File: src/sv/dtsl_pkg.sv
package dtsl_pkg;

  localparam int TRACK_SLOTS = 99;
  localparam int SLOT_W      = $clog2(TRACK_SLOTS);
  localparam int TRK_W       = 7;
  localparam int LBA_W       = 24;
  localparam int OFF_W       = 32;
  localparam int BYTES_W     = 12;
  localparam int CFG_IDX_W   = 2;
  localparam int CFG_DATA_W  = 7;

  localparam logic [BYTES_W-1:0] SIZE_COOKED = 12'd2048;
  localparam logic [BYTES_W-1:0] SIZE_RAW    = 12'd2352;

  typedef enum logic [1:0] {
    ST_IDLE,
    ST_SCAN,
    ST_MUL,
    ST_FIN
  } state_e;

  typedef enum logic [CFG_IDX_W-1:0] {
    CFG_IMAGE_OPEN  = 2'd0,
    CFG_FIRST_TRACK = 2'd1,
    CFG_LAST_TRACK  = 2'd2
  } cfg_idx_e;

  typedef enum logic {
    FUNC_WRITE  = 1'b0,
    FUNC_LOOKUP = 1'b1
  } func_e;

  typedef struct packed {
    logic [4:0] payload;
    logic [1:0] kind;
    logic       raw;
  } fmt_t;

  typedef struct packed {
    logic [LBA_W-1:0] start;
    logic [LBA_W-1:0] length;
    logic [OFF_W-1:0] offset;
    fmt_t             fmt;
  } entry_t;

  localparam int ENTRY_W = $bits(entry_t);

  typedef struct packed {
    logic wr;
    logic start;
    logic issue;
    logic capture;
    logic mul;
    logic load;
  } ctrl_cmd_t;

  typedef struct packed {
    logic more;
    logic hit;
    logic out_free;
  } ctrl_sts_t;

endpackage

File: src/sv/dtsl_ctrl.sv
module dtsl_ctrl (
  input  logic                clk_i,
  input  logic                rst_ni,
  input  logic                in_valid_i,
  input  logic                func_i,
  input  dtsl_pkg::ctrl_sts_t sts_i,
  output logic                in_stall_o,
  output dtsl_pkg::ctrl_cmd_t cmd_o
);
  import dtsl_pkg::*;

  state_e state_q, state_d;
  logic   pend_q, pend_d;

  // Hold state and the read-pending flag
  always_ff @(posedge clk_i or negedge rst_ni) begin
    if (!rst_ni) begin
      state_q <= ST_IDLE;
      pend_q  <= 1'b0;
    end else begin
      state_q <= state_d;
      pend_q  <= pend_d;
    end
  end

  // Sequence writes, table scan, multiply and result load
  always_comb begin
    state_d    = state_q;
    pend_d     = 1'b0;
    cmd_o      = '0;
    in_stall_o = 1'b1;
    unique case (state_q)
      ST_IDLE: begin
        in_stall_o = 1'b0;
        if (in_valid_i) begin
          if (func_e'(func_i) == FUNC_LOOKUP) begin
            cmd_o.start = 1'b1;
            state_d     = ST_SCAN;
          end else begin
            cmd_o.wr = 1'b1;
          end
        end
      end
      ST_SCAN: begin
        if (pend_q && sts_i.hit) begin
          cmd_o.capture = 1'b1;
          state_d       = ST_MUL;
        end else begin
          cmd_o.issue = sts_i.more;
          pend_d      = sts_i.more;
          if (!sts_i.more && !pend_q) begin
            state_d = ST_FIN;
          end
        end
      end
      ST_MUL: begin
        cmd_o.mul = 1'b1;
        state_d   = ST_FIN;
      end
      ST_FIN: begin
        if (sts_i.out_free) begin
          cmd_o.load = 1'b1;
          state_d    = ST_IDLE;
        end
      end
      default: begin
        state_d = ST_IDLE;
      end
    endcase
  end

endmodule

File: config.mk
export PLATFORM = sky130hd
export DESIGN_NAME = dtsl_ctrl
export DESIGN_NICKNAME = d
export VERILOG_FILES = /design/src/sv/dtsl_pkg.sv /design/src/sv/dtsl_ctrl.sv
export SDC_FILE = /design/constraint.sdc
export NUM_CORES = 1
export LEC_CHECK = 0
export BUFFER_PORTS_ARGS = -buffer_cell sky130_fd_sc_hd__buf_2
export CORE_AREA = 5 5 42 44
export CTS_CLUSTER_DIAMETER = 150
export DETAILED_ROUTE_END_ITERATION = 8
export DIE_AREA = 0 0 47 49
export SKIP_CTS_REPAIR_TIMING = 1
export SLEW_MARGIN = 5
export SYNTH_ARGS = -nofsm -noshare
export SYNTH_HDL_FRONTEND = slang
export SYNTH_SLANG_ARGS = --single-unit
export TNS_END_PERCENT = 10
File: constraint.sdc
create_clock -name clk_i -period 4 [get_ports clk_i]
set_input_delay 0.2 -clock clk_i [delete_from_list [all_inputs] [get_ports clk_i]]
set_output_delay 0.2 -clock clk_i [all_outputs]
set_load 0.05 [all_outputs]
==> summary.txt <==
Synth
  – Yosys top cell by area: dfrtp_1
  – Synth top area cells: dfrtp_1 (26%), ha_1 (22%), and3_1 (6.6%)
  – EDFF count, synth: 0
  – Commonest cells post-synth: ha_1 (5), nand2_1 (5), and3_1 (3), dfrtp_1 (3), inv_1 (3)
  – Library cells used by synthesis: 17
  – Async SR Flop Fraction: 1.00
  – Ys flop type: dfrtp_1
  – Mapped cell area: 287 sq um
  – Yosys warning count: 0
  – Area share of the largest cell type after synthesis: 0.262
  – Synth Instances: 31
  – Register bit count reported by yosys: 3
  – Mapped Nets: 43
  – Synthesized area per cell: around 9.2 sq um
  – Sequential area share after synthesis: 0.262

Timing
  – Fmax: 599 MHz
  – Least-Margin Pin Slew: around 0.25 ns
  – Final min period: roughly 1.7 ns
  – Fin Clk Skew: 0.00422 ns
  – Slew Viols, Final: 0
  – Slew Limit Headroom: 0.832
  – Final setup viols: 0
  – Setup slack after layout: 2.33 ns
  – WHS: 0.255 ns
  – Crit share post-route: 0.417
  – RSZ-0062 raised after global routing: false
  – Final hold vios: 0
  – TNS Setup: 0 ns

Global routing
  – Wire length of the first global-routing pass: 1.09 mm
  – GRT overflow: 0
  – Gr busiest metal: met2
  – M2 GR Usage: 0.0882
  – Initial antenna violation count: 0
  – Vias in the first global route: 277
  – GR Layer Usage met1: 0.0793
  – GR Util All Layers: 0.0712
  – Largest net degree at the start of global routing: 6
  – GR met3 Demand/Resource: 0.0406

Worst setup path
  – CP arrival: 1.47 ns
  – Startpoint Class: flop
  – FF-to-FF Start: state_q[1]
  – WP data required: 3.80 ns
  – Max incr delay on CP: 0.42 ns
  – Worst-case reg-to-reg path depth: 5
  – Reg2reg end: state_q[1]
  – Worst path slowest cell: dfrtp_1
  – Reg2reg setup slack: 2.58 ns
  – Top fanout value on the critical path: 5
  – Crit path buf inv count: 2
  – WS Path Type: flop to output port
  – Crit path cell chain: inv_1 -> ha_1 -> and3_1 -> buf_2
  – CP top delay family: flip-flops
  – CP endpoint kind: output port

Floorplanning
  – # rows: 14
  – Die height: 49 um
  – Core area: 1400 sq um
  – Top Ports: 14
  – Die Wd: 47 um
  – Initial Utilization: 0.204
  – Die area: 2300 sq um

Layout
  – Post-route cell area: ~400 sq um
  – Layout cells sized above 1: 0.417
  – # nets final: a little over 60
  – Area growth syn-to-layout: 39.7%
  – Diodes inserted: 0

Pwr
  – Leakage power: ~0.00023 uW
  – Max VDD drop: 0.000299 V
  – PwrDens: 826 nW/um^2

Routing
  – # DRC: 0
  – Drt total wl: 630 um
  – DRT antenna net count: 0
  – Via count: 252
  – 1st-iter DRT viols: 4
  – Vias/cell: 3.94
  – DR pass1 iterations: 2
  – WL per Instance: 9.84 um

Hold path
  – Hold path endpoint: pend_q
  – HP Start: sts_i[2]
  – Cell count of the worst hold path: 2
  – HP Class: input port to flop

CTS
  – Reg clk slew, reported paths: 0.04 ns
  – H-tree Lvls: 1
  – CTS max path bufs: 2
  – CTS root buffer: clkbuf_4
  – Clock sink count: 3
  – Num CTS Buffers: 3
  – CTS tree: done
  – Clk_lat worst skew: ~0.24 ns

Flow run
  – Max-capacitance violation count: 0

Placed design
  – Gpl congestion: 0.748
  – DP HPWL: 484 um
  – Port Buffers: 13
  – Area after DPL: 364 sq um
  – Post-place setup slack: 2.58 ns

Run status
  – Outcome: completed
per-stage QoR:
stage	total power, uW	std cells	utilization
floorplan	241	31	-
global placement	277	59	0.260
detailed placement	277	59	0.260
CTS	337	63	0.279
global route	365	64	0.286
finish	331	64	0.286
registers in the layout (all words and copies together), names as in the netlist:
register	count
pend_q	1
state_q	2
cell type report:
cell class	count	area (sq um)
well taps	16	20.0
multi-input cells	24	193
clock buffers	4	26.3
repair buffers	14	75.1
inverters	3	11.3
flip-flops and latches	3	75.1
fillers	154	1000
routing by layer:
metal  share of wire  vias to the layer above
met3           0.089                        0
met2            0.41                       11
met5               0                        -
met4               0                        0
met1            0.50                      105
li1                -                      136
report_power, final:
group / leakage, uW / total, uW / switching (uW) / internal (uW)
logic: 0.000179 / 213 / 134 / 79.8
registers: 0.0000362 / 63.3 / 18.2 / 45.1
clock network: 0.0000150 / 54.1 / 16.7 / 37.5
logic make-up after synthesis:
| family | after synthesis | share of synthesized area |
|---|---|---|
| compound gates | 3 | 0.0917 |
| fa+ha+maj | 5 | 0.218 |
| buf+inv | 4 | 0.0655 |
| flops | 3 | 0.262 |
| mux | 1 | 0.0524 |
| simple gates | 15 | 0.310 |
worst max path at each step:
| stage | start | end | slack (ns) | depth (start not counted) |
|---|---|---|---|---|
| 3_5_place_dp | state_q[1] | cmd_o[4] | 2.58 | 4 |
| 3_3_place_gp | state_q[0] | state_q[1] | 2.61 | 5 |
| 6_report | state_q[1] | cmd_o[4] | 2.33 | 4 |
| 2_1_floorplan | state_q[0] | cmd_o[5] | 2.39 | 4 |
| 4_1_cts | state_q[1] | cmd_o[4] | 2.32 | 4 |
| 5_1_grt | state_q[0] | cmd_o[5] | 2.21 | 5 |
layout by cell type (no fill, tap or decap):
cell type      synthesis  final
nor2b_4                1      1
nor2b_1                1      1
dfrtp_1                3      3
nand2b_1               1      1
a2bb2oi_1              1      1
nand2_1                5      5
dlygate4sd3_1          0      1
o21ai_2                1      1
buf_2                  0     13
clkbuf_1               0      1
mux2_4                 1      1
ha_1                   5      5
nand3_2                1      1
o2111ai_1              1      1
inv_1                  3      3
nor2_1                 1      1
nand3_1                1      1
and3_1                 3      3
and2_1                 1      1
clkbuf_4               0      3
No activity file was read; power rests on OpenSTA's default activity.
